===== config.mk =====
export PLATFORM = sky130hd
export DESIGN_NAME = integer_to_roman_numeral_top
export DESIGN_NICKNAME = d
export VERILOG_FILES = /design/src/design/i2r_pkg.sv /design/src/design/integer_to_roman_numeral_top.sv
export SDC_FILE = /design/constraint.sdc
export NUM_CORES = 1
export LEC_CHECK = 0
export BUFFER_PORTS_ARGS = -buffer_cell sky130_fd_sc_hd__buf_2
export CAP_MARGIN = 0
export CORE_MARGIN = 3
export CORE_UTILIZATION = 55
export CTS_BUF_LIST = sky130_fd_sc_hd__clkbuf_8
export CTS_CLUSTER_SIZE = 30
export DETAILED_ROUTE_END_ITERATION = 8
export GPL_TIMING_DRIVEN = 0
export PLACE_DENSITY = 0.72
export REMOVE_ABC_BUFFERS = 1
export SLEW_MARGIN = 20
export SYNTH_ARGS = -nofsm -noshare
export SYNTH_HDL_FRONTEND = slang
export SYNTH_SLANG_ARGS = --single-unit

===== constraint.sdc =====
create_clock -name clk -period 9.6 [get_ports clk]
set_input_delay 0 -clock clk [delete_from_list [all_inputs] [get_ports clk]]
set_output_delay 0 -clock clk [all_outputs]
set_load 0.01 [all_outputs]

===== src/design/i2r_pkg.sv =====
package i2r_pkg;

  localparam int VALUE_W   = 12;
  localparam int SYM_W     = 7;
  localparam int S_TDATA_W = 16;
  localparam int M_TDATA_W = 8;
  localparam int DIGIT_W   = 4;
  localparam int TH_W      = 3;
  localparam int LEN_W     = 3;
  localparam int POS_W     = 2;
  localparam int NPLACE    = 4;

  // ASCII codes of the Roman symbols
  localparam logic [SYM_W-1:0] CH_I = 7'h49;
  localparam logic [SYM_W-1:0] CH_V = 7'h56;
  localparam logic [SYM_W-1:0] CH_X = 7'h58;
  localparam logic [SYM_W-1:0] CH_L = 7'h4C;
  localparam logic [SYM_W-1:0] CH_C = 7'h43;
  localparam logic [SYM_W-1:0] CH_D = 7'h44;
  localparam logic [SYM_W-1:0] CH_M = 7'h4D;

  // Decimal place; the code is also the bit index in the nonzero-digit mask.
  typedef enum logic [1:0] {
    PL_UNITS     = 2'd0,
    PL_TENS      = 2'd1,
    PL_HUNDREDS  = 2'd2,
    PL_THOUSANDS = 2'd3
  } place_t;

  typedef enum logic [1:0] {
    ROLE_ONE  = 2'd0,
    ROLE_FIVE = 2'd1,
    ROLE_TEN  = 2'd2
  } role_t;

  // Number of characters one digit expands to. Thousands are plain repeats of M.
  function automatic logic [LEN_W-1:0] digit_len(place_t pl, logic [DIGIT_W-1:0] d);
    logic [LEN_W-1:0] n;
    if (pl == PL_THOUSANDS) begin
      n = d[LEN_W-1:0];
    end else begin
      case (d)
        4'd0:    n = 3'd0;
        4'd1:    n = 3'd1;
        4'd2:    n = 3'd2;
        4'd3:    n = 3'd3;
        4'd4:    n = 3'd2;
        4'd5:    n = 3'd1;
        4'd6:    n = 3'd2;
        4'd7:    n = 3'd3;
        4'd8:    n = 3'd4;
        4'd9:    n = 3'd2;
        default: n = 3'd0;
      endcase
    end
    return n;
  endfunction

  // Character at position pos within the expansion of digit d at place pl.
  function automatic logic [SYM_W-1:0] digit_sym(place_t pl, logic [DIGIT_W-1:0] d,
                                                 logic [POS_W-1:0] pos);
    role_t            role;
    logic [SYM_W-1:0] ch;
    role = ROLE_ONE;
    if (pl != PL_THOUSANDS) begin
      if (d inside {[4'd5:4'd8]} && pos == 2'd0) begin
        role = ROLE_FIVE;
      end else if (d == 4'd4 && pos == 2'd1) begin
        role = ROLE_FIVE;
      end else if (d == 4'd9 && pos == 2'd1) begin
        role = ROLE_TEN;
      end
    end
    case (pl)
      PL_UNITS:     ch = (role == ROLE_ONE) ? CH_I : (role == ROLE_FIVE) ? CH_V : CH_X;
      PL_TENS:      ch = (role == ROLE_ONE) ? CH_X : (role == ROLE_FIVE) ? CH_L : CH_C;
      PL_HUNDREDS:  ch = (role == ROLE_ONE) ? CH_C : (role == ROLE_FIVE) ? CH_D : CH_M;
      PL_THOUSANDS: ch = CH_M;
      default:      ch = CH_M;
    endcase
    return ch;
  endfunction

  // Most significant place with a nonzero digit.
  function automatic place_t top_place(logic [NPLACE-1:0] mask);
    place_t pl;
    if (mask[3]) begin
      pl = PL_THOUSANDS;
    end else if (mask[2]) begin
      pl = PL_HUNDREDS;
    end else if (mask[1]) begin
      pl = PL_TENS;
    end else begin
      pl = PL_UNITS;
    end
    return pl;
  endfunction

endpackage


===== src/design/integer_to_roman_numeral_top.sv =====
// An accepted word moves on to the numeral register once the output side is free
//   (two-register path: input word, then numeral), which then shows its characters.
// Throughput: one character per cycle while m_tready is high and the next word is
//   waiting; a numeral has 1 to 15 characters. A zero word leaves no output.
// Reset: rst is synchronous, active high; it empties both registers.
module integer_to_roman_numeral_top
  import i2r_pkg::*;
(
  input  logic                 clk,
  input  logic                 rst,
  input  logic                 s_tvalid,
  output logic                 s_tready,
  input  logic [S_TDATA_W-1:0] s_tdata,   // [11:0] value, [15:12] zero
  output logic                 m_tvalid,
  input  logic                 m_tready,
  output logic [M_TDATA_W-1:0] m_tdata,   // [6:0] symbol (ASCII), [7] zero
  output logic                 m_tlast
);

  // Input register
  logic               in_valid;
  logic [VALUE_W-1:0] in_value;

  // Numeral register: decimal digits plus a read pointer (place, char in digit)
  logic                out_valid;
  logic [TH_W-1:0]     dig_th;
  logic [DIGIT_W-1:0]  dig_h;
  logic [DIGIT_W-1:0]  dig_t;
  logic [DIGIT_W-1:0]  dig_u;
  logic [NPLACE-1:0]   nz;
  place_t              place;
  logic [POS_W-1:0]    pos;

  // Digit split by reciprocal multiplies; exact for every 12-bit value.
  //   v/1000 = (v*4195)>>22, v/100 = (v*5243)>>19, v/10 = (v*3277)>>15
  logic [24:0]        prod_k;
  logic [24:0]        prod_h;
  logic [23:0]        prod_t;
  logic [TH_W-1:0]    split_th;
  logic [5:0]         div100;
  logic [8:0]         div10;
  logic [DIGIT_W-1:0] split_h;
  logic [DIGIT_W-1:0] split_t;
  logic [DIGIT_W-1:0] split_u;
  logic [NPLACE-1:0]  split_nz;
  logic               in_zero;

  assign prod_k   = 25'(in_value) * 25'd4195;
  assign prod_h   = 25'(in_value) * 25'd5243;
  assign prod_t   = 24'(in_value) * 24'd3277;
  assign split_th = prod_k[24:22];
  assign div100   = prod_h[24:19];
  assign div10    = prod_t[23:15];
  assign split_h  = 4'(div100 - 6'({3'b000, split_th} * 6'd10));
  assign split_t  = 4'(div10 - 9'({3'b000, div100} * 9'd10));
  assign split_u  = 4'(in_value - 12'({3'b000, div10} * 12'd10));
  assign split_nz = {split_th != '0, split_h != '0, split_t != '0, split_u != '0};
  assign in_zero  = (in_value == '0);

  // Current character
  logic [DIGIT_W-1:0] cur_digit;
  logic [LEN_W-1:0]   cur_len;
  logic [SYM_W-1:0]   cur_sym;
  logic [NPLACE-1:0]  below;
  logic [NPLACE-1:0]  rest;
  logic               end_of_digit;
  logic               is_last;

  always_comb begin
    case (place)
      PL_THOUSANDS: cur_digit = {1'b0, dig_th};
      PL_HUNDREDS:  cur_digit = dig_h;
      PL_TENS:      cur_digit = dig_t;
      PL_UNITS:     cur_digit = dig_u;
      default:      cur_digit = dig_u;
    endcase
    case (place)
      PL_THOUSANDS: below = 4'b0111;
      PL_HUNDREDS:  below = 4'b0011;
      PL_TENS:      below = 4'b0001;
      PL_UNITS:     below = 4'b0000;
      default:      below = 4'b0000;
    endcase
  end

  assign cur_len      = digit_len(place, cur_digit);
  assign cur_sym      = digit_sym(place, cur_digit, pos);
  assign rest         = nz & below;    // nonzero places still to come
  assign end_of_digit = (LEN_W'(pos) + 3'd1 == cur_len);
  assign is_last      = end_of_digit && (rest == '0);

  // Handshake
  logic out_fire;
  logic out_free;
  logic load;
  logic in_drain;
  logic s_fire;

  assign out_fire = out_valid && m_tready;
  assign out_free = !out_valid || (out_fire && is_last);
  assign load     = in_valid && !in_zero && out_free;
  assign in_drain = in_valid && (in_zero || out_free);   // zero words just drop
  assign s_tready = !in_valid || in_drain;
  assign s_fire   = s_tvalid && s_tready;

  assign m_tvalid = out_valid;
  assign m_tdata  = {1'b0, cur_sym};
  assign m_tlast  = is_last;

  always_ff @(posedge clk) begin
    if (rst) begin
      in_valid  <= 1'b0;
      out_valid <= 1'b0;
    end else begin
      in_valid  <= s_fire || (in_valid && !in_drain);
      out_valid <= load || (out_valid && !(out_fire && is_last));
    end
  end

  always_ff @(posedge clk) begin
    if (s_fire) begin
      in_value <= s_tdata[VALUE_W-1:0];
    end
  end

  always_ff @(posedge clk) begin
    if (load) begin
      dig_th <= split_th;
      dig_h  <= split_h;
      dig_t  <= split_t;
      dig_u  <= split_u;
      nz     <= split_nz;
      place  <= top_place(split_nz);
      pos    <= '0;
    end else if (out_fire && end_of_digit) begin
      place  <= top_place(rest);
      pos    <= '0;
    end else if (out_fire) begin
      pos    <= pos + 2'd1;
    end
  end

endmodule


==> summary.txt, run 1 <==
top flip-flop cell by instance count after synthesis = sky130_fd_sc_hd__edfxtp_1
final max-slew violation count = 0
cell count of the worst reg-to-reg path = 26
share of final-layout standard cells stronger than drive strength 1 = 0.0566
last element of the critical path = nz[1]$_DFFE_PP_
clock tree from TritonCTS = built
top-level I/O count = 31
slack of the worst reg-to-reg path = 1.85 ns
number of max-cap violations = 0
CTS clock-pin slew for the worst setup and hold paths = 0.07 ns
number of DRC violations after detailed-routing iteration 0 = 214
achievable frequency = 129 MHz
overall die area = 15,800 sq um
signal arrival time at the worst endpoint = 7.76 ns
gate count after technology mapping = 791
Remaining Overflow, GRT = 0
outcome = complete, no violations
number of library cell types mapped by synthesis = 59
reported leakage power = 4.50 nW
worst r2r src = in_value[2]$_DFFE_PP_
Largest delay share family, worst path = adder cells
detailed placement HPWL = 13,900 um
vias per std cell = 5.29
PD cells = 299 nW/um^2
longest individual stage delay on the worst path = 0.85 ns
instance count on the critical path = 26
time the worst path needs with I/O delays and setup = 7.75 ns
Worst Setup End Kind = flip-flop
TritonCTS Sinks = 36
final setup vio count = 0
timing startpoint of the critical path = in_value[2]$_DFFE_PP_
ANT nets after route = 0
Total Nets Final = 1,139
Final Hold Fails = 0
type of the tightest min-delay check = in -> reg
worst setup skew after layout = 0.00950 ns
path type of the worst setup path = reg -> reg
Antenna Diode Count = 0
peak supply drop = 0.297 mV
via count of the first global-routing pass = 5,776
slew margin rel. = 0.438
clock root buffer master = sky130_fd_sc_hd__clkbuf_8
Chip Height = 126 um
sequential-to-total area share from yosys stat = 0.132
most frequent cells in the layout = 218 x sky130_fd_sc_hd__inv_1, 194 x sky130_fd_sc_hd__ha_1, 96 x sky130_fd_sc_hd__fa_1
row cnt = 43
end of the worst register-to-register path = nz[1]$_DFFE_PP_
Post-synth ARST share = 0
share of the cycle needed by the critical path after routing = 0.807
number of synthesized flops with an enable pin = 32
number of buffers added by the clock tree synthesis step = 5
CORE AREA = 13,900 sq um
H-Tree Level Count = 2
most common library cell in the layout ignoring fill and taps = sky130_fd_sc_hd__inv_1
drt drc = 0
post-CTS resize count = 0
routability congestion estimate = 0.885
Post-Synthesis Mean Instance Area = 9.94 sq um
Seq cells post-synth = 36
Layout fillers = 1,157
maximum clock path buffer count = 2
hold slack = 0.411 ns
Die Wd = 126 um
setup repair after global routing missed its margin = no
required time at the endpoint of the critical path = 9.62 ns
area grow syn2layout = 7.41%
pin count of the biggest net entering global routing = 24
effective utilization at floorplan = 0.564
routed wirelength normalized by instance count = 16.2 um
DR pass1 iterations = 5
Slew @ Worst Pin = 0.840 ns
post-layout total power = 2.53 mW
multi-input logic area = 5970 sq um
worst skew pair latency = 0.29 ns
post-detailed-routing wire length = 16,400 um
CP bufs+invs = 3
FF/Latch Area = 1040 sq um
count of synthesis-stage warnings from yosys = 0
Port Buf Inserts = 23
setup TNS = 0 ns
number of antenna violations at the first check in global routing = 0
Setup crit start kind = flip-flop
standard cell with the maximum stage delay on the critical path = sky130_fd_sc_hd__edfxtp_1
routed vias = 5,346
maximum fanout along the worst path = 10
Cell Area, Synth = 7860 sq um
global-route wire length before repair = 28,200 um
GRT Total Usage = 0.223
-- registers in the layout, summed over array words and instances, names as in the netlist --
| name | cells |
|---|---|
| dig_t | 4 |
| dig_u | 4 |
| dig_th | 3 |
| nz | 3 |
| dig_h | 4 |
| pos | 2 |
| in_value | 12 |
| in_valid | 1 |
| place | 2 |
| m_tvalid | 1 |
-- where the power goes --
group | internal [mW] | leakage, nW | switching, mW
Clock | 0.0916 | 0.0645 | 0.0537
Sequential | 0.283 | 0.331 | 0.0431
Combinational | 0.928 | 4.11 | 1.13
Total | 1.30 | 4.50 | 1.23
-- per-layer routing --
metal	routed length [um]	global-route usage	share of wire
met5	0	0	0
met4	555	0.0708	0.034
met3	686	0.0158	0.042
met2	8130	0.389	0.50
met1	7010	0.296	0.43
-- layout make-up --
cell class / instances / area share
Multi-Input combinational cell: 530 / 0.707
Tap cell: 180 / 0.0267
Clock buffer: 7 / 0.0114
Inverter: 218 / 0.0969
Timing Repair Buffer: 38 / 0.0314
Clock inverter: 1 / 0.00356
Sequential cell: 36 / 0.123
-- timing repair --
action,in CTS,in global routing
hold endpoints to repair,15,0
setup endpoints to repair,0,0
hold buffers,15,0
setup buffers,0,0
-- worst min path at each step --
| stage | end | cells after the start | from | slack, ns |
|---|---|---|---|---|
| 6_report | m_tvalid$_SDFF_PP0_ | 3 | rst | 0.41 |
| 5_1_grt | in_value[9]$_DFFE_PP_ | 2 | s_tdata[9] | 0.41 |
| 4_1_cts | in_value[10]$_DFFE_PP_ | 2 | s_tdata[10] | 0.41 |
| 3_5_place_dp | in_valid$_SDFF_PP0_ | 2 | rst | 0.18 |
| 3_3_place_gp | m_tvalid$_SDFF_PP0_ | 2 | rst | 0.17 |
| 2_1_floorplan | in_valid$_SDFF_PP0_ | 1 | rst | 0.07 |
-- Yosys cell counts (all sizes together) (5+ instances only) --
master	number	area (sq um)
a211oi	8	60.1
nand3	11	55.1
buf	5	32.5
xor2	9	78.8
a21o	10	75.1
xnor2	26	235
nand2	24	90.1
nand2b	5	31.3
inv	218	818
o21ai	25	125
mux2i	6	60.1
nor2	21	78.8
ha	194	2430
edfxtp	32	961
fa	96	1920
a21oi	26	138
-- cells by family after synthesis --
| family | synth area share |
|---|---|
| fa+ha+maj | 0.553 |
| buf+inv | 0.110 |
| compound gates | 0.0794 |
| simple gates | 0.0625 |
| xor+xnor | 0.0458 |
| flops | 0.132 |
| mux | 0.0162 |
| other cells | 0.000955 |
-- per-stage QoR --
stage	util	std cells	cell area, sq um	setup WS (ns)
after floorplan	-	784	7820	2.88
after global placement	0.586	987	8160	2.01
after detailed placement	0.586	987	8170	1.94
after CTS	0.606	1010	8450	1.82
after global routing	0.606	1010	8450	1.31
final	0.606	1010	8450	1.85
-- worst min-delay path: cells and delay by family --
family | cells | cell delay (ns)
AO/OA/AOI/OAI | 1 | 0.03
buffers and inverters | 2 | 0.63
Note: power is estimated with default switching activity, not from simulation.
==> run 2: changes to the inputs <==
ABC_AREA = 1   (was default)
PLACE_DENSITY = 0.75   (was 0.72)
clock period = 6.8 ns   (was 9.6 ns; I/O delays follow)
==> run 2 against run 1 <==
  * Sequential power up 30%
  * Power increased by 45%
  * First-iteration DRC count grew 110%
  * Synthesized cell count rose by 39%
  * Critical endpoint is now place[0]$_DFFE_PP_
  * Utilization increased by 1.6 points
==> summary.txt, run 2 <==
CORE AREA = 15,300 sq um (was 13,900 sq um)
Largest Register = in_value (unchanged)
routed wirelength normalized by instance count = 14.5 um (was 16.2 um)
gate count after technology mapping = 1,097 (was 791)
Cell Area, Synth = 8690 sq um (was 7860 sq um)
final setup vio count = 0 (unchanged)
worst skew pair latency = 0.28 ns (was 0.29 ns)
cell type with the highest aggregate area in the netlist = sky130_fd_sc_hd__ha_1 (unchanged)
final core area utilization = 0.623 (was 0.606)
global-route wire length before repair = 33,100 um (was 28,200 um)
standard cell with the maximum stage delay on the critical path = sky130_fd_sc_hd__edfxtp_1 (unchanged)
count of synthesis-stage warnings from yosys = 0 (unchanged)
DR pass1 iterations = 5 (unchanged)
time the worst path needs with I/O delays and setup = 6.41 ns (was 7.75 ns)
via count of the first global-routing pass = 6,846 (was 5,776)
type of the tightest min-delay check = in -> reg (unchanged)
effective utilization at floorplan = 0.567 (was 0.564)
CTS clock-pin slew for the worst setup and hold paths = 0.07 ns (about the same)
Antenna Diode Count = 0 (unchanged)
Port Buf Inserts = 23 (unchanged)
peak supply drop = 0.278 mV (was 0.297 mV)
share of final-layout standard cells stronger than drive strength 1 = 0.0855 (was 0.0566)
number of DRC violations after detailed-routing iteration 0 = 442 (was 214)
clock root buffer master = sky130_fd_sc_hd__clkbuf_8 (unchanged)
TritonCTS Sinks = 36 (unchanged)
Remaining Overflow, GRT = 0 (unchanged)
ANT nets after route = 0 (unchanged)
H-Tree Level Count = 2 (unchanged)
Slew @ Worst Pin = 0.788 ns (was 0.840 ns)
longest individual stage delay on the worst path = 0.57 ns (was 0.85 ns)
final design instance area without fill = 9530 sq um (was 8450 sq um)
fin cells = 1,381 (was 1,010)
largest cells by area after synthesis = sky130_fd_sc_hd__ha_1 28%, sky130_fd_sc_hd__fa_1 22%, sky130_fd_sc_hd__inv_1 13% (was sky130_fd_sc_hd__ha_1 31%, sky130_fd_sc_hd__fa_1 24%, sky130_fd_sc_hd__edfxtp_1 12%)
number of synthesized flops with an enable pin = 32 (unchanged)
placement-stage cell area = 9040 sq um (was 8170 sq um)
Total Nets Final = 1,479 (was 1,139)
area share of the leading cell type in the synthesized netlist = 0.279 (was 0.309)
final max-slew violation count = 0 (unchanged)
Setup crit start kind = flip-flop (unchanged)
top flip-flop cell by instance count after synthesis = sky130_fd_sc_hd__edfxtp_1 (unchanged)
Worst Setup End Kind = flip-flop (unchanged)
share of the cycle needed by the critical path after routing = 0.943 (was 0.807)
Post-Place Cells = 1,328 (was 987)
Chip Height = 132 um (was 126 um)
maximum fanout along the worst path = 8 (was 10)
number of buffers added by the clock tree synthesis step = 5 (unchanged)
number of max-cap violations = 0 (unchanged)
signal arrival time at the worst endpoint = 6.46 ns (was 7.76 ns)
required time at the endpoint of the critical path = 6.84 ns (was 9.62 ns)
achievable frequency = 156 MHz (was 129 MHz)
HP Start = m_tready (was rst)
Final Hold Fails = 0 (unchanged)
hold slack = 0.142 ns (was 0.411 ns)
Post-synth ARST share = 0 (unchanged)
Die Wd = 132 um (was 126 um)
vias per std cell = 5.11 (was 5.29)
slew margin rel. = 0.475 (was 0.438)
reported leakage power = 5.54 nW (was 4.50 nW)
number of library cell types mapped by synthesis = 39 (was 59)
depth of the worst hold-timing path = 4 (was 3)
GRT Total Usage = 0.236 (was 0.223)
drt drc = 0 (unchanged)
clock tree from TritonCTS = built (unchanged)
routability congestion estimate = 0.954 (was 0.885)
timing startpoint of the critical path = in_value[3]$_DFFE_PP_ (was in_value[2]$_DFFE_PP_)
outcome = complete, no violations (unchanged)
area grow syn2layout = 9.75% (was 7.41%)
worst setup skew after layout = 0.00993 ns (was 0.00950 ns)
overall die area = 17,300 sq um (was 15,800 sq um)
row cnt = 45 (was 43)
worst r2r src = in_value[3]$_DFFE_PP_ (was in_value[2]$_DFFE_PP_)
detailed placement HPWL = 16,400 um (was 13,900 um)
pin count of the biggest net entering global routing = 21 (was 24)
setup TNS = 0 ns (unchanged)
Post-Synthesis Mean Instance Area = 7.92 sq um (was 9.94 sq um)
most frequent cells in the layout = 297 x sky130_fd_sc_hd__inv_1, 244 x sky130_fd_sc_hd__nand2_1, 189 x sky130_fd_sc_hd__ha_1 (was 218 x sky130_fd_sc_hd__inv_1, 194 x sky130_fd_sc_hd__ha_1, 96 x sky130_fd_sc_hd__fa_1)
routed vias = 7,060 (was 5,346)
path type of the worst setup path = reg -> reg (unchanged)
cell count of the worst reg-to-reg path = 30 (was 26)
leading cell type by number of instances after synthesis = sky130_fd_sc_hd__inv_1 (unchanged)
commonest cells in the netlist = 296 x sky130_fd_sc_hd__inv_1, 244 x sky130_fd_sc_hd__nand2_1, 194 x sky130_fd_sc_hd__ha_1 (was 218 x sky130_fd_sc_hd__inv_1, 194 x sky130_fd_sc_hd__ha_1, 96 x sky130_fd_sc_hd__fa_1)
top-level I/O count = 31 (unchanged)
Critical Path Most Common Cell = sky130_fd_sc_hd__nand2_1
number of antenna violations at the first check in global routing = 0 (unchanged)
PD cells = 384 nW/um^2 (was 299 nW/um^2)
post-detailed-routing wire length = 20,100 um (was 16,400 um)
Seq cells post-synth = 36 (unchanged)
sequential-to-total area share from yosys stat = 0.120 (was 0.132)
maximum clock path buffer count = 2 (unchanged)
most common library cell in the layout ignoring fill and taps = sky130_fd_sc_hd__inv_1 (unchanged)
number of flip-flops in the largest register = 12 (unchanged)
[run 2: cell count changes after synthesis, sizes merged, moves of 5 or more]
cell,change
nand3,+34
o21ai,-17
a211oi,-8
inv,+82
mux2i,-6
nand4,+6
nor2,+44
a21oi,+16
xnor2,-22
nand2,+229
nand2b,-5
[run 2: stage by stage]
stage          worst slack [ns]  power (mW)
2_1_floorplan             0.948        2.79
3_3_place_gp              0.161        3.38
3_5_place_dp              0.168        3.44
4_1_cts                   0.113        3.62
5_1_grt                 -0.0379        4.24
6_report                  0.388        3.66
[run 2: area by class of cell]
type	count	area, sq um
Clock inverter	3	12.5
Inverter	300	1130
Tap cell	211	264
Fill cell	1321	5780
Clock buffer	5	68.8
Multi-Input combinational cell	758	6530
Timing Repair Buffer	68	488
Sequential cell	36	1040
[run 2: power breakdown]
part | internal (mW) | total [mW] | switching (mW)
combinational | 1.21 | 3.10 | 1.89
clock | 0.0688 | 0.139 | 0.0701
sequential | 0.387 | 0.423 | 0.0358
[run 2: logic make-up after synthesis]
logic type                 count (synthesis)  synth area share
xor gates and xnor gates                  14            0.0141
and+or+nand+nor                          387             0.189
AOI/OAI and AO/OA                         64            0.0423
DFF                                       36             0.120
other                                      2          0.000865
buffers and inverters                    304             0.134
adders and majority gates                290             0.501
[run 2: worst max-delay path, delay by kind of cell (launching register included)]
| family | cells | cell delay, ns |
|---|---|---|
| XOR/XNOR | 1 | 0.19 |
| flip-flops | 1 | 0.57 |
| AND/OR/NAND/NOR | 13 | 1.07 |
| AO/OA/AOI/OAI | 2 | 0.28 |
| buffers and inverters | 6 | 0.44 |
| adder cells (fa/ha/maj) | 8 | 3.62 |
[run 2: worst paths after layout]
path / to / slack (ns)
max: place[0]$_DFFE_PP_ / 0.39
min: pos[0]$_SDFFE_PP0P_ / 0.14
max reg2reg: place[0]$_DFFE_PP_ / 0.39
min reg2reg: m_tvalid$_SDFF_PP0_ / 0.57
[run 2: routing by layer]
metal	global-route usage	wire (um)	vias up
met2	0.384	8970	226
met3	0.0379	1270	48
met4	0.0863	820	0
met5	0	0	-
li1	-	-	3503
met1	0.319	9000	3283
[run 2: timing repair]
action                                  CTS  global route
resized for setup                         0            10
endpoints found under the setup margin    0             6
setup buffers                             0            31
endpoints found under the hold margin    14             0
hold buffers                             14             0
==> run 3: changes to the inputs <==
ABC_AREA = default   (was 1)
CORE_MARGIN = default   (was 3)
==> run 3 against run 2 <==
  * The flow now finishes with violations (setup timing)
  * Die area shrank 15%
  * Worst setup slack worse by 0.64 ns
  * Critical path depth fell by 4
  * Global-route usage increased by 4.4 points
  * Fmax shrank 9.1%
  * Power increased by 23%
  * Non-clock buffer count increased by 38
  * Critical endpoint is now nz[1]$_DFFE_PP_
  * Largest power group unchanged
==> summary.txt, run 3 (synthesized netlist as in run 1, its figures left out) <==
failing checks = setup timing
required time at the endpoint of the critical path = 6.83 ns (was 6.84 ns)
Antenna Diode Count = 0 (unchanged)
detailed placement HPWL = 13,600 um (was 16,400 um)
ANT nets after route = 0 (unchanged)
effective utilization at floorplan = 0.564 (was 0.567)
Chip Height = 122 um (was 132 um)
routed vias = 6,134 (was 7,060)
cell count of the worst reg-to-reg path = 26 (was 30)
final design instance area without fill = 9500 sq um (was 9530 sq um)
worst skew pair latency = 0.31 ns (was 0.28 ns)
worst setup skew after layout = 0.0228 ns (was 0.00993 ns)
H-Tree Level Count = 2 (unchanged)
post-placement worst setup slack = -0.814 ns (was 0.168 ns)
worst path setup slack after routing = -0.253 ns (was 0.388 ns)
number of DRC violations after detailed-routing iteration 0 = 435 (was 442)
CTS clock-pin slew for the worst setup and hold paths = 0.10 ns (was 0.07 ns)
depth of the worst hold-timing path = 3 (was 4)
maximum clock path buffer count = 2 (unchanged)
routed wirelength normalized by instance count = 20.0 um (was 14.5 um)
Remaining Overflow, GRT = 0 (unchanged)
area grow syn2layout = 20.8% (was 9.75%)
slew margin rel. = 0.349 (was 0.475)
Routed met1 length = 8230 um (was 9000 um)
vias per std cell = 5.69 (was 5.11)
Setup crit start kind = flip-flop (unchanged)
DR pass1 iterations = 5 (unchanged)
number of antenna violations at the first check in global routing = 0 (unchanged)
peak supply drop = 0.425 mV (was 0.278 mV)
Die Wd = 122 um (was 132 um)
setup TNS = -0.886 ns (was 0 ns)
setup repair after global routing missed its margin = yes
routability congestion estimate = 0.882 (was 0.954)
final setup vio count = 4 (was 0)
Met2 Wirelength = 10,500 um (was 8970 um)
overall die area = 14,800 sq um (was 17,300 sq um)
Slew @ Worst Pin = 0.973 ns (was 0.788 ns)
TritonCTS Sinks = 36 (unchanged)
worst r2r src = in_value[6]$_DFFE_PP_ (was in_value[3]$_DFFE_PP_)
end of the worst register-to-register path = nz[1]$_DFFE_PP_ (was place[0]$_DFFE_PP_)
GRT Total Usage = 0.280 (was 0.236)
signal arrival time at the worst endpoint = 7.08 ns (was 6.46 ns)
drt drc = 0 (unchanged)
slack of the worst reg-to-reg path = -0.25 ns (was 0.39 ns)
PD cells = 475 nW/um^2 (was 384 nW/um^2)
row cnt = 43 (was 45)
Port Buf Inserts = 23 (unchanged)
via count of the first global-routing pass = 6,244 (was 6,846)
number of max-cap violations = 0 (unchanged)
hold slack = 0.0534 ns (was 0.142 ns)
share of final-layout standard cells stronger than drive strength 1 = 0.225 (was 0.0855)
time the worst path needs with I/O delays and setup = 7.05 ns (was 6.41 ns)
post-layout total power = 4.51 mW (was 3.66 mW)
share of the cycle needed by the critical path after routing = 1.04 (was 0.943)
final max-slew violation count = 0 (unchanged)
clock root buffer master = sky130_fd_sc_hd__clkbuf_8 (unchanged)
Final Hold Fails = 0 (unchanged)
sink of the worst hold path = in_valid$_SDFF_PP0_ (was pos[0]$_SDFFE_PP0P_)
top-level I/O count = 31 (unchanged)
Total Nets Final = 1,207 (was 1,479)
outcome = finished with violations (was complete, no violations)
Largest Register = in_value (unchanged)
placement-stage cell area = 8170 sq um (was 9040 sq um)
reported leakage power = 4.88 nW (was 5.54 nW)
maximum fanout along the worst path = 4 (was 8)
CORE AREA = 13,900 sq um (was 15,300 sq um)
Worst Setup End Kind = flip-flop (unchanged)
number of buffers added by the clock tree synthesis step = 5 (unchanged)
most common library cell in the layout ignoring fill and taps = sky130_fd_sc_hd__inv_1 (unchanged)
global-route wire length before repair = 31,400 um (was 33,100 um)
most frequent cells in the layout = 198 x sky130_fd_sc_hd__inv_1, 168 x sky130_fd_sc_hd__ha_1, 92 x sky130_fd_sc_hd__fa_1 (was 297 x sky130_fd_sc_hd__inv_1, 244 x sky130_fd_sc_hd__nand2_1, 189 x sky130_fd_sc_hd__ha_1)
achievable frequency = 142 MHz (was 156 MHz)
Layout fillers = 923 (was 1,321)
clock tree from TritonCTS = built (unchanged)
HP Start = s_tvalid (was m_tready)
post-detailed-routing wire length = 21,600 um (was 20,100 um)
pin count of the biggest net entering global routing = 24 (was 21)
Met3 Routed Length = 1330 um (was 1270 um)
Top Metal Used = met4 (unchanged)
number of flip-flops in the largest register = 12 (unchanged)
path type of the worst setup path = reg -> reg (unchanged)
type of the tightest min-delay check = in -> reg (unchanged)
run 3: cell count changes in the layout (fill, tap and decap cells not counted), moves of 19 or more:
cell	before	now
sky130_fd_sc_hd__a21oi_1	40	18
sky130_fd_sc_hd__ha_1	189	168
sky130_fd_sc_hd__ha_4	1	20
sky130_fd_sc_hd__nand3_1	43	10
sky130_fd_sc_hd__inv_1	297	198
sky130_fd_sc_hd__nor2_1	58	21
sky130_fd_sc_hd__buf_4	31	57
sky130_fd_sc_hd__nand2_1	244	24
run 3: power breakdown:
| group | total [mW] | leakage, nW | switching (mW) | internal, mW |
|---|---|---|---|---|
| clock | 0.168 | 0.0434 | 0.0856 | 0.0822 |
| combinational | 3.91 | 4.51 | 2.04 | 1.86 |
| sequential | 0.441 | 0.331 | 0.0416 | 0.399 |
| total | 4.51 | 4.88 | 2.17 | 2.34 |
run 3: repair_timing:
action                                  CTS  global route
endpoints found under the hold margin    14             0
gates resized for setup                  82            37
endpoints found under the setup margin    6             6
pin swaps                                40            48
setup buffers                            47            23
hold buffers                             13             0
run 3: worst max-delay path by stage:
stage | slack (ns) | from | end | depth (start not counted)
floorplan | 0.08 | in_value[5]$_DFFE_PP_ | nz[1]$_DFFE_PP_ | 26
global placement | -0.82 | in_value[2]$_DFFE_PP_ | nz[1]$_DFFE_PP_ | 26
detailed placement | -0.81 | in_value[2]$_DFFE_PP_ | nz[1]$_DFFE_PP_ | 26
CTS | -0.06 | in_value[8]$_DFFE_PP_ | place[0]$_DFFE_PP_ | 30
global route | -0.43 | in_value[6]$_DFFE_PP_ | nz[1]$_DFFE_PP_ | 26
finish | -0.25 | in_value[6]$_DFFE_PP_ | nz[1]$_DFFE_PP_ | 26
run 3: layout make-up:
class                      instances  area [sq um]  share of cell area
timing repair buffer             106           832              0.0876
sequential                        36          1040               0.110
clock inverter                     2          15.0             0.00158
inverter                         218           823              0.0866
clock buffer                       6          82.6             0.00869
multi-input combinational        530          6480               0.682
tap                              180           225              0.0237
run 3: worst max-delay path, stage by stage, from the launching register on:
cell	delay [ns]
sky130_fd_sc_hd__edfxtp_1	0.49
sky130_fd_sc_hd__buf_6	0.19
sky130_fd_sc_hd__ha_4	0.28
sky130_fd_sc_hd__inv_1	0.07
sky130_fd_sc_hd__fa_1	0.58
sky130_fd_sc_hd__fa_1	0.47
sky130_fd_sc_hd__fa_1	0.52
sky130_fd_sc_hd__fa_1	0.51
sky130_fd_sc_hd__inv_2	0.05
sky130_fd_sc_hd__ha_4	0.29
sky130_fd_sc_hd__o21ai_1	0.06
sky130_fd_sc_hd__a21o_1	0.16
sky130_fd_sc_hd__a211oi_2	0.30
sky130_fd_sc_hd__o21ai_2	0.11
sky130_fd_sc_hd__nor2b_4	0.14
sky130_fd_sc_hd__nor2b_1	0.13
sky130_fd_sc_hd__nor2_1	0.07
sky130_fd_sc_hd__xor2_1	0.16
sky130_fd_sc_hd__ha_2	0.20
sky130_fd_sc_hd__fa_2	0.36
sky130_fd_sc_hd__xnor2_2	0.15
sky130_fd_sc_hd__xnor2_1	0.15
sky130_fd_sc_hd__xnor2_1	0.27
sky130_fd_sc_hd__xnor2_1	0.19
sky130_fd_sc_hd__xnor3_2	0.33
sky130_fd_sc_hd__xnor2_2	0.16
sky130_fd_sc_hd__or4_1	0.39
run 3: layer usage:
| metal | GRT usage | vias up |
|---|---|---|
| met5 | 0 | - |
| li1 | - | 2787 |
| met3 | 0.0375 | 124 |
| met1 | 0.344 | 2944 |
| met4 | 0.131 | 0 |
| met2 | 0.488 | 279 |
run 3: metrics by stage:
stage,cells,utilization
after floorplan,784,-
after global placement,987,0.586
after detailed placement,987,0.586
after CTS,1055,0.656
after global routing,1078,0.682
final,1078,0.682
